File: src/sv/byte_ring_fifo_macros.svh
// Assertion macros shared by the byte ring FIFO modules.
`ifndef BYTE_RING_FIFO_MACROS_SVH
`define BYTE_RING_FIFO_MACROS_SVH

// Same-cycle implication, disabled during reset.
`define BRF_ASSERT_NOW(label, ante, cons, msg) \
  label: assert property (@(posedge clk_i) disable iff (!rst_ni) (ante) |-> (cons)) \
    else $error(msg);

// Next-cycle implication, disabled during reset.
`define BRF_ASSERT_NEXT(label, ante, cons, msg) \
  label: assert property (@(posedge clk_i) disable iff (!rst_ni) (ante) |=> (cons)) \
    else $error(msg);

`endif

File: src/sv/brf_pkg.sv
// Shared constants, types and operation codes of the byte ring FIFO.
`default_nettype none

package brf_pkg;

  localparam int DEPTH   = 4096;
  localparam int MAX_RUN = 64;

  localparam int PTR_W  = $clog2(DEPTH);
  localparam int RUN_W  = 7;
  localparam int CLMP_W = $clog2(MAX_RUN + 1);
  localparam int CNT_W  = 12;
  localparam int BYTE_W = 8;
  localparam int FUNC_W = 3;
  localparam int WIDE_W = ((PTR_W > CNT_W) ? PTR_W : CNT_W) + 1;

  localparam logic [FUNC_W-1:0] FUNC_PUSH    = 3'd0;
  localparam logic [FUNC_W-1:0] FUNC_POP     = 3'd1;
  localparam logic [FUNC_W-1:0] FUNC_PEEK    = 3'd2;
  localparam logic [FUNC_W-1:0] FUNC_DISCARD = 3'd3;
  localparam logic [FUNC_W-1:0] FUNC_CLEAR   = 3'd4;

  typedef enum logic [2:0] {
    OP_PUSH,
    OP_POP,
    OP_PEEK,
    OP_SKIP,
    OP_CLEAR,
    OP_NOP
  } op_e;

  typedef struct packed {
    op_e               op;
    logic [BYTE_W-1:0] data;
    logic [CLMP_W-1:0] run;
    logic [CNT_W-1:0]  skip;
  } cmd_t;

endpackage

`default_nettype wire

File: src/sv/brf_cmd_queue.sv
// Two-entry command queue between the front stage and the execution engine.
`default_nettype none
`include "byte_ring_fifo_macros.svh"

module brf_cmd_queue import brf_pkg::*; (
  input  wire logic clk_i,
  input  wire logic rst_ni,
  input  wire logic in_valid_i,
  output logic      in_ready_o,
  input  cmd_t      in_cmd_i,
  output logic      out_valid_o,
  input  wire logic out_ready_i,
  output cmd_t      out_cmd_o
);

  cmd_t       entries_q [2];
  logic       wr_idx_q, wr_idx_d;
  logic       rd_idx_q, rd_idx_d;
  logic [1:0] count_q, count_d;
  logic       push, pop;

  always_comb begin
    in_ready_o  = (count_q != 2'd2);
    out_valid_o = (count_q != 2'd0);
    out_cmd_o   = entries_q[rd_idx_q];
    push        = in_valid_i && in_ready_o;
    pop         = out_valid_o && out_ready_i;
    wr_idx_d    = push ? !wr_idx_q : wr_idx_q;
    rd_idx_d    = pop ? !rd_idx_q : rd_idx_q;
    count_d     = count_q;
    if (push && !pop) begin
      count_d = count_q + 2'd1;
    end else if (pop && !push) begin
      count_d = count_q - 2'd1;
    end
  end

  always_ff @(posedge clk_i or negedge rst_ni) begin
    if (!rst_ni) begin
      wr_idx_q <= 1'b0;
      rd_idx_q <= 1'b0;
      count_q  <= 2'd0;
    end else begin
      wr_idx_q <= wr_idx_d;
      rd_idx_q <= rd_idx_d;
      count_q  <= count_d;
    end
  end

  always_ff @(posedge clk_i) begin
    if (push) begin
      entries_q[wr_idx_q] <= in_cmd_i;
    end
  end

  `BRF_ASSERT_NOW(a_count_range, 1'b1, count_q != 2'd3, "queue count out of range")
  `BRF_ASSERT_NOW(a_idx_track, count_q == 2'd0 || count_q == 2'd2, wr_idx_q == rd_idx_q,
                  "queue indexes disagree with count")

endmodule

`default_nettype wire

File: config.mk
export PLATFORM = sky130hd
export DESIGN_NAME = brf_cmd_queue
export DESIGN_NICKNAME = d
export VERILOG_FILES = /design/src/sv/brf_pkg.sv /design/src/sv/brf_cmd_queue.sv
export VERILOG_INCLUDE_DIRS = /design/src /design/src/sv
export SDC_FILE = /design/constraint.sdc
export NUM_CORES = 1
export LEC_CHECK = 0
export BUFFER_PORTS_ARGS = -buffer_cell sky130_fd_sc_hd__buf_2
export CAP_MARGIN = 20
export CORE_UTILIZATION = 29
export CTS_CLUSTER_DIAMETER = 50
export CTS_CLUSTER_SIZE = 24
export DETAILED_ROUTE_END_ITERATION = 10
export PLACE_DENSITY = 0.52
export RECOVER_POWER = 25
export SLEW_MARGIN = 20
export SYNTH_ARGS = -nofsm -noshare
export SYNTH_HDL_FRONTEND = slang
export SYNTH_SLANG_ARGS = --single-unit
export TNS_END_PERCENT = 100
File: constraint.sdc
create_clock -name clk_i -period 2.4 [get_ports clk_i]
set_input_delay 0.36 -clock clk_i [delete_from_list [all_inputs] [get_ports clk_i]]
set_output_delay 0.36 -clock clk_i [all_outputs]
set_load 0.005 [all_outputs]
==> summary by stage <==
Power
The clock share of power is 0.278. The cell internal power dissipation is 2.64 mW. The analysis attributes to cell leakage a power of 1.15 nW. The switching fraction of total power is 0.273. Of the total power, combinational logic draws 0.279. Across the VDD grid, the largest voltage drop is 0.371 mV. The power per cell area is 1190 mW/mm^2. In this run the power spent charging and discharging nets is 0.991 mW. The part of the power in registers is 0.443.

Worst setup path
The worst path arrival time is roughly 1.6 ns. The largest fanout on the critical path is 31. The kind of launch point of the worst setup path is a register. The class of the most critical setup path is register to output pin. At the worst endpoint, the required time is 2.04 ns. The element type at the critical path end is an output pin.

Global route
The largest net degree at the start of global routing is 32. The initial antenna violation count is 0. The number of global-route vias before repair came to 1269. In the global route stage, overall resource usage came out at 0.102. The total congestion overflow after global routing is 0.

The first global-routing pass estimated 6.14 mm of wire.

Timing
Setup repair after global routing left no endpoint under its margin. The final-report max-slew violation count came to 0. The transition at the pin with the smallest max-transition slack is 0.430 ns. The final hold slack is 0.207 ns. Between clock sinks in the finished design, the worst skew comes to 0.00685 ns. The final setup violation count is 0. The worst relative slew slack is 0.713. Dividing the final minimum period by the clock period gives 0.808. Derived from the worst setup path, the maximum achievable clock frequency is about 520 MHz.

Summed over all failing endpoints, the final setup total negative slack is 0 ns. The final hold violation count came to 0. The time the worst path needs with I/O delays and setup is 1.94 ns.

Synth
The post-synthesis cell type with the largest combined area is edfxtp_1. The sequential share of the synthesized area is 0.797. The mean area per synthesized cell is 21.5 sq um. The net count after synthesis is 146. Synthesis inferred 64 register bits. During synthesis, Yosys emitted a total of 0 warnings.

Ranked by total cell area, the synthesized netlist is headed by edfxtp_1 76%, mux2_2 14%, dfrtp_1 4.2%. The distinct cell type count of the synthesized netlist is 14. The share of synthesized area in the top cell type comes to 0.756. Summing every instance area after synthesis gives 0.00238 sq mm. The number of standard cells after synthesis is 111.

Cells and area
The fill cell total of the finished layout is 758. In the final layout, flip-flops and latches occupy 0.00190 sq mm. 0 antenna diodes ended up in the layout. The layout-stage area growth over the synthesis result is 28.1%. The number of nets in the layout is 223. The final standard cell area without fillers is 0.00306 sq mm. For this run, the number of standard cells in the final layout without fillers is 295.

In the layout the commonest cells are 60 x edfxtp_1, 59 x buf_2, 30 x mux2_2, 9 x clkbuf_8, 6 x clkbuf_1. The leading cell type in the layout, fill and taps excluded is edfxtp_1. The fraction of final layout cells sized beyond drive strength 1 is 0.580. In the final layout, the multi-input gates occupy 453 sq um.

Placement
The count of buffers from port buffering is 65. The count of placed standard cells including taps is 278. The half-perimeter wire length after detailed placement is 2.46 mm. The placement-stage cell area is around 0.0028 sq mm.

The congestion estimate from routability-driven global placement came to ~0.64.

Routing
The number of nets with antenna violations after routing is 0. In the final routed layout, each cell accounts on average for 13.5 um. After the first detailed-routing iteration, the DRC count stood at 29. The final wirelength is 4.00 mm. For this block, the via count after detailed routing is 1223. The detail-routed via count per cell is slightly above 4. The number of remaining DRC errors is 0.

The number of optimization iterations in the first detailed-route pass is 4.

Run
The count of maximum capacitance violations is 0.

Floorplan
In this run the count of I/O pins placed on the die edge is 66. The starting density of the core is 0.304. The die covers 0.00859 sq mm. In this run the vertical extent of the chip is 92.7 um. From left edge to right edge, the die measures 92.7 um. The row count is 32. The standard cell core area is 0.00785 sq mm.

Clocking
Clock tree synthesis found a total of between 60 and 70 sinks. The latest clock arrival within the worst-skew pair is 0.34 ns. The number of buffers created by CTS is 9. The clock passes through at most 2 buffers. CTS built an H-tree with a depth of 3. The CTS tree is yes.

The clock-pin slew on the worst setup and hold paths is 0.07 ns. The CTS root buffer is clkbuf_8.

Min path
The path type of the worst min-delay path is input port to register.

Outcome
The run finished with clean final reports.
cells in the mapped netlist:
library cell	count
nor2_1	2
ha_1	1
inv_1	1
dfrtp_1	4
nand2_1	1
mux2_2	30
or2_4	1
and3_1	1
nand2b_4	1
buf_6	3
xnor2_1	3
edfxtp_1	60
xor2_1	2
nand2_4	1
per-layer routing:
layer,global-route usage,vias up,share of wire
li1,-,586,-
met1,0.118,584,0.45
met2,0.151,44,0.46
met3,0.0460,9,0.064
met4,0.0692,0,0.022
met5,0,-,0
per-stage QoR:
step	utilization	power [mW]	worst slack, ns
floorplan	-	2.29	0.0740
global placement	0.361	2.67	0.798
detailed placement	0.361	2.68	0.791
CTS	0.390	3.70	0.411
global route	0.389	3.84	0.358
finish	0.389	3.63	0.461
path summary, 6_finish.rpt:
kind	startpoint	to	slack (ns)	cells past startpoint
worst max-delay path	rd_idx_q	out_cmd_o[10]	0.46	3
worst min-delay path	in_cmd_i[20]	entries_q[1][20]	0.21	1
worst max register to register	count_q[0]	entries_q[0][12]	0.86	4
worst min register to register	wr_idx_q	wr_idx_q	0.54	1
max in group asynchronous	rst_ni	count_q[0]	1.92	2
min in group asynchronous	rst_ni	wr_idx_q	0.36	2
state kept, by name, indices dropped and copies added, names as in the netlist:
register   cells
entries_q     60
count_q        2
rd_idx_q       1
wr_idx_q       1
timing repair:
action                                 in CTS  in global routing
resized for setup                           0                  0
endpoints found under the hold margin       4                  0
setup buffers                               0                  0
hold buffers                                1                  0
worst max-delay path: stages, from the launching register on:
cell and delay, ns:
dfrtp_1 0.32, buf_4 0.38, mux2_2 0.41, buf_2 0.13
logic make-up after synthesis:
logic type,synth area share
adder cells (fa/ha/maj),0.00525
flip-flops,0.797
multiplexers,0.142
AND/OR/NAND/NOR,0.0215
XOR/XNOR,0.0184
buffers and inverters,0.0157
area by class of cell:
class,instances,area share
Tap cell,102,0.0418
Sequential cell,64,0.622
Inverter,1,0.00123
Clock buffer,9,0.0405
Timing Repair Buffer,69,0.115
Clock inverter,7,0.0311
Multi-Input combinational cell,43,0.148
power by group through the flow:
| stage | logic [mW] | registers (mW) | clock network [mW] |
|---|---|---|---|
| finish | 1.01 | 1.61 | 1.01 |
| global route | 1.12 | 1.63 | 1.09 |
| CTS | 1.05 | 1.61 | 1.04 |
| floorplan | 0.663 | 1.63 | 0 |
| global placement | 1.04 | 1.63 | 0 |
| detailed placement | 1.04 | 1.63 | 0 |
Power figures use the tool's default switching activity.
