`src/sv/byte_ring_fifo_macros.svh`:
```
// Assertion macros shared by the byte ring FIFO modules.
`ifndef BYTE_RING_FIFO_MACROS_SVH
`define BYTE_RING_FIFO_MACROS_SVH

// Same-cycle implication, disabled during reset.
`define BRF_ASSERT_NOW(label, ante, cons, msg) \
  label: assert property (@(posedge clk_i) disable iff (!rst_ni) (ante) |-> (cons)) \
    else $error(msg);

// Next-cycle implication, disabled during reset.
`define BRF_ASSERT_NEXT(label, ante, cons, msg) \
  label: assert property (@(posedge clk_i) disable iff (!rst_ni) (ante) |=> (cons)) \
    else $error(msg);

`endif

```
`src/sv/brf_pkg.sv`:
```
// Shared constants, types and operation codes of the byte ring FIFO.
`default_nettype none

package brf_pkg;

  localparam int DEPTH   = 4096;
  localparam int MAX_RUN = 64;

  localparam int PTR_W  = $clog2(DEPTH);
  localparam int RUN_W  = 7;
  localparam int CLMP_W = $clog2(MAX_RUN + 1);
  localparam int CNT_W  = 12;
  localparam int BYTE_W = 8;
  localparam int FUNC_W = 3;
  localparam int WIDE_W = ((PTR_W > CNT_W) ? PTR_W : CNT_W) + 1;

  localparam logic [FUNC_W-1:0] FUNC_PUSH    = 3'd0;
  localparam logic [FUNC_W-1:0] FUNC_POP     = 3'd1;
  localparam logic [FUNC_W-1:0] FUNC_PEEK    = 3'd2;
  localparam logic [FUNC_W-1:0] FUNC_DISCARD = 3'd3;
  localparam logic [FUNC_W-1:0] FUNC_CLEAR   = 3'd4;

  typedef enum logic [2:0] {
    OP_PUSH,
    OP_POP,
    OP_PEEK,
    OP_SKIP,
    OP_CLEAR,
    OP_NOP
  } op_e;

  typedef struct packed {
    op_e               op;
    logic [BYTE_W-1:0] data;
    logic [CLMP_W-1:0] run;
    logic [CNT_W-1:0]  skip;
  } cmd_t;

endpackage

`default_nettype wire

```
`src/sv/brf_front.sv`:
```
// Front stage: accepts transactions, decodes the operation and saturates the run.
`default_nettype none

module brf_front import brf_pkg::*; (
  input  wire logic              clk_i,
  input  wire logic              rst_ni,
  input  wire logic              in_valid_i,
  output logic                   in_ready_o,
  input  wire logic [FUNC_W-1:0] func_i,
  input  wire logic [BYTE_W-1:0] push_byte_i,
  input  wire logic [RUN_W-1:0]  run_length_i,
  input  wire logic [CNT_W-1:0]  skip_length_i,
  output logic                   cmd_valid_o,
  input  wire logic              cmd_ready_i,
  output cmd_t                   cmd_o
);

  logic valid_q, valid_d;
  cmd_t cmd_q, cmd_d;
  logic take;

  always_comb begin
    in_ready_o = !valid_q || cmd_ready_i;
    take       = in_valid_i && in_ready_o;
    valid_d    = valid_q;
    cmd_d      = cmd_q;
    if (take) begin
      valid_d    = 1'b1;
      cmd_d.data = push_byte_i;
      cmd_d.skip = skip_length_i;
      if ({1'b0, run_length_i} > (RUN_W + 1)'(MAX_RUN)) begin
        cmd_d.run = CLMP_W'(MAX_RUN);
      end else begin
        cmd_d.run = CLMP_W'(run_length_i);
      end
      case (func_i)
        FUNC_PUSH:    cmd_d.op = OP_PUSH;
        FUNC_POP:     cmd_d.op = OP_POP;
        FUNC_PEEK:    cmd_d.op = OP_PEEK;
        FUNC_DISCARD: cmd_d.op = OP_SKIP;
        FUNC_CLEAR:   cmd_d.op = OP_CLEAR;
        default:      cmd_d.op = OP_NOP;
      endcase
    end else if (cmd_ready_i) begin
      valid_d = 1'b0;
    end
  end

  always_ff @(posedge clk_i or negedge rst_ni) begin
    if (!rst_ni) begin
      valid_q <= 1'b0;
    end else begin
      valid_q <= valid_d;
    end
  end

  always_ff @(posedge clk_i) begin
    cmd_q <= cmd_d;
  end

  assign cmd_valid_o = valid_q;
  assign cmd_o       = cmd_q;

endmodule

`default_nettype wire

```
`config.mk`:
```
export PLATFORM = sky130hd
export DESIGN_NAME = brf_front
export DESIGN_NICKNAME = d
export VERILOG_FILES = /design/src/sv/byte_ring_fifo_macros.svh /design/src/sv/brf_pkg.sv /design/src/sv/brf_front.sv
export SDC_FILE = /design/constraint.sdc
export NUM_CORES = 1
export LEC_CHECK = 0
export ABC_AREA = 1
export ABC_CLOCK_PERIOD_IN_PS = 3450
export BUFFER_PORTS_ARGS = -buffer_cell sky130_fd_sc_hd__clkbuf_2
export CAP_MARGIN = 40
export CORE_AREA = 5 5 64 66
export DETAILED_ROUTE_END_ITERATION = 10
export DIE_AREA = 0 0 69 71
export GPL_TIMING_DRIVEN = 0
export PLACE_DENSITY = 0.7
export SETUP_SLACK_MARGIN = 0.5
export SLEW_MARGIN = 20
export SYNTH_ARGS = -nofsm -noshare
export SYNTH_HDL_FRONTEND = slang
export SYNTH_SLANG_ARGS = --single-unit
```
`constraint.sdc`:
```
create_clock -name clk_i -period 3.45 [get_ports clk_i]
set_input_delay 0.69 -clock clk_i [delete_from_list [all_inputs] [get_ports clk_i]]
set_output_delay 0.69 -clock clk_i [all_outputs]
set_load 0.01 [all_outputs]
```
==> results of run 1 <==
[final cells by class]
class	count	area, um^2
fill	363	2000
sequential	31	926
timing repair buffer	66	353
multi-input combinational	15	90.1
tap	48	60.1
clock buffer	6	41.3
inverter	9	33.8
clock inverter	2	7.51
buffer	2	7.51
[per-layer routing]
layer	vias up	share of wire, %	wire length [um]
li1	346	-	-
met1	327	34	736
met2	44	51	1110
met3	6	13	285
met4	0	1.2	27
met5	-	0	0
[critical path, delay by kind of cell]
family        cells  cell delay (ns)
buf+inv           3             0.30
simple gates      1             0.07
[state kept, by name, indices dropped and copies added, names as in the netlist]
name	count
cmd_o	30
cmd_valid_o	1
[how the worst min path moves through the flow]
| stage | to | slack, ns | depth (start not counted) |
|---|---|---|---|
| after floorplan | cmd_valid_o$_DFFE_PN0P_ | 0.39 | 0 |
| after global placement | cmd_valid_o$_DFFE_PN0P_ | 0.46 | 1 |
| after detailed placement | cmd_valid_o$_DFFE_PN0P_ | 0.47 | 1 |
| after CTS | cmd_valid_o$_DFFE_PN0P_ | 0.09 | 1 |
| after global routing | cmd_valid_o$_DFFE_PN0P_ | 0.08 | 1 |
| final | cmd_valid_o$_DFFE_PN0P_ | 0.13 | 1 |
[power breakdown]
part | internal, mW | total (mW) | switching, mW | leakage, nW
Combinational | 0.0349 | 0.0748 | 0.0398 | 0.366
Clock | 0.0753 | 0.183 | 0.108 | 0.0273
Sequential | 0.438 | 0.444 | 0.00604 | 0.298
[synth_stat cells]
cell and instances:
sky130_fd_sc_hd__a21o_1 1, sky130_fd_sc_hd__a21oi_1 4, sky130_fd_sc_hd__clkbuf_1 2, sky130_fd_sc_hd__dfrtp_1 1, sky130_fd_sc_hd__edfxtp_1 30, sky130_fd_sc_hd__inv_1 9
sky130_fd_sc_hd__nand2_1 2, sky130_fd_sc_hd__nand3_2 1, sky130_fd_sc_hd__nor2_1 4, sky130_fd_sc_hd__nor2_2 3
[metrics by stage]
stage | instances | hold slack [ns] | total power, mW | area [um^2]
4_1_cts | 179 | 0.0935 | 0.722 | 1520
2_1_floorplan | 57 | 0.394 | 0.479 | 1050
6_report | 179 | 0.126 | 0.702 | 1520
3_5_place_dp | 171 | 0.467 | 0.530 | 1470
5_1_grt | 179 | 0.0832 | 0.749 | 1520
3_3_place_gp | 170 | 0.465 | 0.521 | 1430
[cell families (layout without fill, tap and decap cells)]
kind of cell	count (synthesis)	in the layout	synth area share (%)
AO/OA/AOI/OAI	5	5	2.63
buffers and inverters	11	85	3.95
flip-flops	31	31	88.5
AND/OR/NAND/NOR	10	10	4.90
==> summary.md, run 1 <==
| Metric | Value |
|---|---|
| Result of the run | complete, no violations |
| Unrepaired setup endpoints after global routing | no |
| Insertion delay to the later sink of the worst-skew pair | 0.31 ns |
| Met2 demand-to-capacity share in global routing | 16.3% |
| Vias per cell | 4.04 |
| Boundary Pins | 66 |
| CTS Sinks | 31 |
| Via total after detailed routing | roughly 720 |
| Library cell used as clock root buffer | sky130_fd_sc_hd__clkbuf_4 |
| CTS tree | yes |
| Number of cell rows | 22 |
| Area grow syn2layout | 45.2% |
| Endpoints failing setup | 0 |
| Avg Cell Area, Syn | ~18 um^2 |
| PD cells | 462 nW/um^2 |
| Gr ovfl total | 0 |
| Summed instance area of the synthesized netlist | about 1000 um^2 |
| Hold buffers post-CTS | 0 |
| Total negative setup slack | 0 ns |
| Fin util | around 43% |
| Routed wire length | 2.16 mm |
| Final ANT Viol Nets | 0 |
| Chip height | 71 um |
| Drt wl/cell | around 12 um |
| Overall die width | ~69 um |
| Die outline area | approximately 5000 um^2 |
| Crit path DAT | about 1.1 ns |
| Worst-case clock buffer depth | 2 |
| Critical Path Sink Type | output port |
| First-pass GRT wire length | approximately 3.6 mm |
| Ordered cell list for the critical path | clkbuf_2 -> inv_1 -> nand2_1 -> clkbuf_2 |
| Effective utilization at floorplan | around 30% |
| Pin count of the biggest net entering global routing | 23 |
| Total count of max-transition violations in the final report | 0 |
| Sequential cell area fraction in the yosys report | between 80% and 90% |
| HP Class | input pin to async pin |
| Worst Reg2Reg Path Length in Cells | 2 |
| Half-perimeter wire length of the detailed placement result | approximately 1.8 mm |
| Transition time at the pin with the least slew margin | 0.395 ns |
| GRT busiest layer | met2 |
| Vias in the first global route | about 800 |
| Antenna cells | 0 |
| Final RePlAce weighted congestion | between 0.7 and 0.8 |
| Type of element launching the critical path | input pin |
| Core Box Area | ~3500 um^2 |
| Max-capacitance violation count | 0 |
| Maximum net fanout on the critical path | 2 |
| Number of gates resized after CTS | 0 |
| Start point of the critical path | cmd_ready_i |
| Synth cell types | 10 |
| Critical Path Slowest Stage Cell | sky130_fd_sc_hd__clkbuf_2 |
| Leakage power of the design | just under 0.7 nW |
| Tcrit/Tclk final | approximately half |
| Worst Setup Path Type | input pin to output port |
| Critical path endpoint | in_ready_o |
| Setup WS pre-CTS | approximately 1.7 ns |
| Share of final-layout standard cells stronger than drive strength 1 | 58.0% |
| Global-route usage over all layers | around a tenth |
| Met1 Resource Use GR | 9.01% |
| Seq cells post-synth | 31 |
| Achievable clock frequency | about 0.57 GHz |
| Slew headroom | 73.6% |
| Commonest cells after routing, fill and taps aside | 65 x sky130_fd_sc_hd__clkbuf_2, 30 x sky130_fd_sc_hd__edfxtp_1, 9 x sky130_fd_sc_hd__inv_1 |
| Delay of the slowest cell on the worst path | ~0.13 ns |
| CTS clock-pin slew for the worst setup and hold paths | roughly 0.1 ns |
| Number of setup buffers added after CTS | 0 |
| Post-synthesis instance total | between 50 and 60 |
| Global routing met3 resource utilization | around 6.4% |
| Most common cell after layout, fill and taps aside | sky130_fd_sc_hd__clkbuf_2 |
| Endpoint of the lowest-slack register-to-register path | cmd_o[0]$_DFFE_PP_ |
| Synthesis Warnings | 0 |
| Detailed-router iteration count before antenna repair | 2 |
| Drt first-iter violations | 20 |
| H-tree level count | 2 |
| TritonCTS Buffers | 5 |
| Number of antenna violations at the first check in global routing | 0 |
| Post-layout net count | about 160 |
| Critical Path Most Common Cell | sky130_fd_sc_hd__clkbuf_2 |
| Crit path setup slack, layout | 1.69 ns |
| Worst endpoint required time | roughly 2.8 ns |
| Flop-to-flop setup slack | 2.12 ns |
| Post-synth top area share | a little under nine tenths |
| Post-route minimum period | approximately 1.8 ns |
| Dominant cells by area after synthesis | sky130_fd_sc_hd__edfxtp_1 86%, sky130_fd_sc_hd__inv_1 3.2%, sky130_fd_sc_hd__dfrtp_1 2.4%, sky130_fd_sc_hd__a21oi_1 1.9%, sky130_fd_sc_hd__nor2_2 1.8% |
| Max Clock Skew | around 0.012 ns |
| Launching point of the worst reg2reg path | cmd_valid_o$_DFFE_PN0P_ |
| Count of buffers inserted at the top-level ports | 65 |
| Net count of the mapped netlist | 91 |
| DRC violations left | 0 |
| Cell taking the most area after synthesis | sky130_fd_sc_hd__edfxtp_1 |
| Count of final hold-check violations | 0 |
| Worst supply voltage drop on vdd | around 0.2 mV |
No activity file was read; power rests on OpenSTA's default activity.
==> run 2: changes to the inputs <==
Settings changed: ABC_CLOCK_PERIOD_IN_PS 3450 to 1700.
Clock period 3.45 ns to 1.7 ns, I/O delays scaled along.
==> run 2 against run 1 <==
Compared with the run above: global-route usage grew 0.12 points; total power grew 110%; sequential power grew 100%; cell count grew 5.6%; clock skew shrank 0.0096 ns; register-to-register slack lost 1.7 ns; worst hold slack gained 0.072 ns; die area is the same; sequential share of layout area shrank 5.0 points.
==> summary.md, run 2 (same netlist as run 1, synthesis figures left out) <==
| Metric | Value |
|---|---|
| Result of the run | complete, no violations |
| CTS tree | yes |
| Slew headroom | 90.6% (+17 points) |
| Max-capacitance violation count | 0 (unchanged) |
| CTS Sinks | 31 (unchanged) |
| First-pass GRT wire length | 3.61 mm (+0.19%) |
| GRT busiest layer | met2 |
| Most common cell after layout, fill and taps aside | sky130_fd_sc_hd__clkbuf_2 |
| Flip-flop count of the largest register after layout | 30 (unchanged) |
| Area grow syn2layout | 58.3% |
| Max Clock Skew | 0.00242 ns (-0.00960 ns) |
| Share of final-layout standard cells stronger than drive strength 1 | 61.0% (+3.0 points) |
| Drt first-iter violations | 24 (+20%) |
| Total count of max-transition violations in the final report | 0 (unchanged) |
| Via total after detailed routing | 750 (+3.7%) |
| Achievable clock frequency | between 0.7 and 0.8 GHz |
| Leakage power of the design | 0.758 nW (+9.6%) |
| Worst Setup Path Type | flop to flop |
| Number of cell rows | 22 (unchanged) |
| Worst-case clock buffer depth | 2 (unchanged) |
| Critical Path Sink Type | flop |
| Met1 Resource Use GR | 9.37% (+0.36 points) |
| Vias per cell | 3.97 (-1.8%) |
| Tcrit/Tclk final | between 70% and 80% |
| DRC violations left | 0 (unchanged) |
| PD cells | 892 nW/um^2 (+93%) |
| Global routing met3 resource utilization | 6.68% (+0.28 points) |
| Routed wire length | 2.31 mm (+6.8%) |
| Worst endpoint required time | 1.74 ns (-1.02 ns) |
| Commonest cells after routing, fill and taps aside | 62 x sky130_fd_sc_hd__clkbuf_2, 30 x sky130_fd_sc_hd__edfxtp_1, 9 x sky130_fd_sc_hd__inv_1 |
| Launch point of the worst hold path | push_byte_i[7] |
| Overall die width | 69 um (unchanged) |
| Launching point of the worst reg2reg path | cmd_valid_o$_DFFE_PN0P_ |
| Antenna cells | 0 (unchanged) |
| Sequential Area | 926 um^2 (unchanged) |
| Insertion delay to the later sink of the worst-skew pair | 0.31 ns (about the same) |
| Fin util | 47.0% (+3.9 points) |
| Gr ovfl total | 0 (unchanged) |
| Setup WS pre-CTS | 0.230 ns (-1.46 ns) |
| Final RePlAce weighted congestion | 0.718 (-4.0%) |
| Vias in the first global route | 776 (-3.6%) |
| CTS clock-pin slew for the worst setup and hold paths | 0.09 ns (about the same) |
| Core Box Area | 3520 um^2 (unchanged) |
| Crit path setup slack, layout | 0.447 ns (-1.25 ns) |
| Die outline area | 4900 um^2 (unchanged) |
| Start point of the critical path | cmd_valid_o$_DFFE_PN0P_ |
| Detailed-router iteration count before antenna repair | 4 (+2) |
| Unrepaired setup endpoints after global routing | yes |
| Total negative setup slack | 0 ns (unchanged) |
| Global-route usage over all layers | 9.58% (+0.12 points) |
| Chip height | 71 um (unchanged) |
| Met2 demand-to-capacity share in global routing | 16.1% (-0.21 points) |
| Total design power | 1.48 mW (+110%) |
| Half-perimeter wire length of the detailed placement result | 1.76 mm (-2.4%) |
| Worst supply voltage drop on vdd | 0.345 mV (+73%) |
| Post-layout net count | 174 (+6.1%) |
| Maximum net fanout on the critical path | 4 (+2) |
| Fill cells | 345 (-5.0%) |
| Effective utilization at floorplan | 29.7% (unchanged) |
| Number of antenna violations at the first check in global routing | 0 (unchanged) |
| Placed cell count | 171 (unchanged) |
| H-tree level count | 2 (unchanged) |
| Multi-input combinational cell area | 92.6 um^2 (+2.8%) |
| Non-filler cells in the finished layout | 189 (+5.6%) |
| Pin count of the biggest net entering global routing | 19 (-17%) |
| Endpoints failing setup | 0 (unchanged) |
| TritonCTS Buffers | 5 (unchanged) |
| Boundary Pins | 66 (unchanged) |
| HP Class | input pin to flop |
| Library cell used as clock root buffer | sky130_fd_sc_hd__clkbuf_4 |
| Type of element launching the critical path | flop |
| Drt wl/cell | 12.2 um (+1.1%) |
| Final ANT Viol Nets | 0 (unchanged) |
| Count of buffers inserted at the top-level ports | 65 (unchanged) |
| Transition time at the pin with the least slew margin | 0.141 ns (-0.254 ns) |
| Post-route minimum period | roughly 1.3 ns |
| Crit path DAT | 1.30 ns (+0.23 ns) |
| Count of final hold-check violations | 0 (unchanged) |
[run 2: layout make-up]
class | instances | share of cell area (%)
plain buffers | 2 | 0.454
clock inverters | 2 | 0.454
repair buffers | 76 | 29.4
inverters | 9 | 2.04
clock buffers | 6 | 2.49
multi-input cells | 15 | 5.59
flip-flops and latches | 31 | 55.9
well taps | 48 | 3.63
[run 2: repair_timing]
action | CTS | global route
setup buffers | 3 | 3
gates resized for setup | 1 | 9
pin swaps | 2 | 1
gates cloned | 0 | 3
hold endpoints to repair | 1 | 0
hold buffers | 1 | 0
endpoints found under the setup margin | 34 | 59
[run 2: critical path, stage by stage, from the launching register on]
cell                        delay, ns
sky130_fd_sc_hd__dfrtp_1         0.41
sky130_fd_sc_hd__buf_4           0.15
sky130_fd_sc_hd__a21oi_4         0.14
sky130_fd_sc_hd__buf_6           0.15
sky130_fd_sc_hd__clkbuf_16       0.14
[run 2: layer usage]
metal	up-vias	routed length [um]
met1	339	845
met5	-	0
li1	364	-
met2	44	1150
met3	3	288
met4	0	23
[run 2: worst paths after layout]
| kind | endpoint | slack (ns) | depth (start not counted) |
|---|---|---|---|
| setup reg to reg | cmd_o[7]$_DFFE_PP_ | 0.45 | 4 |
| setup / recovery | cmd_o[7]$_DFFE_PP_ | 0.45 | 4 |
| max in group asynchronous | cmd_valid_o$_DFFE_PN0P_ | 1.28 | 2 |
| min in group asynchronous | cmd_valid_o$_DFFE_PN0P_ | 0.34 | 2 |
| hold / removal | cmd_o[26]$_DFFE_PP_ | 0.20 | 1 |
| hold reg to reg | cmd_valid_o$_DFFE_PN0P_ | 0.66 | 3 |
[run 2: where the power goes]
group          total, mW  internal (mW)  switching [mW]
sequential         0.899          0.888          0.0110
clock              0.380          0.153           0.227
combinational      0.197          0.105          0.0915
total               1.48           1.15           0.329
[run 2: per-stage QoR]
step                      area (um^2)  hold WS, ns
after floorplan                  1060       0.0444
after global placement           1440        0.115
after detailed placement         1470        0.117
after CTS                        1570        0.181
after global routing             1660        0.158
final                            1660        0.198
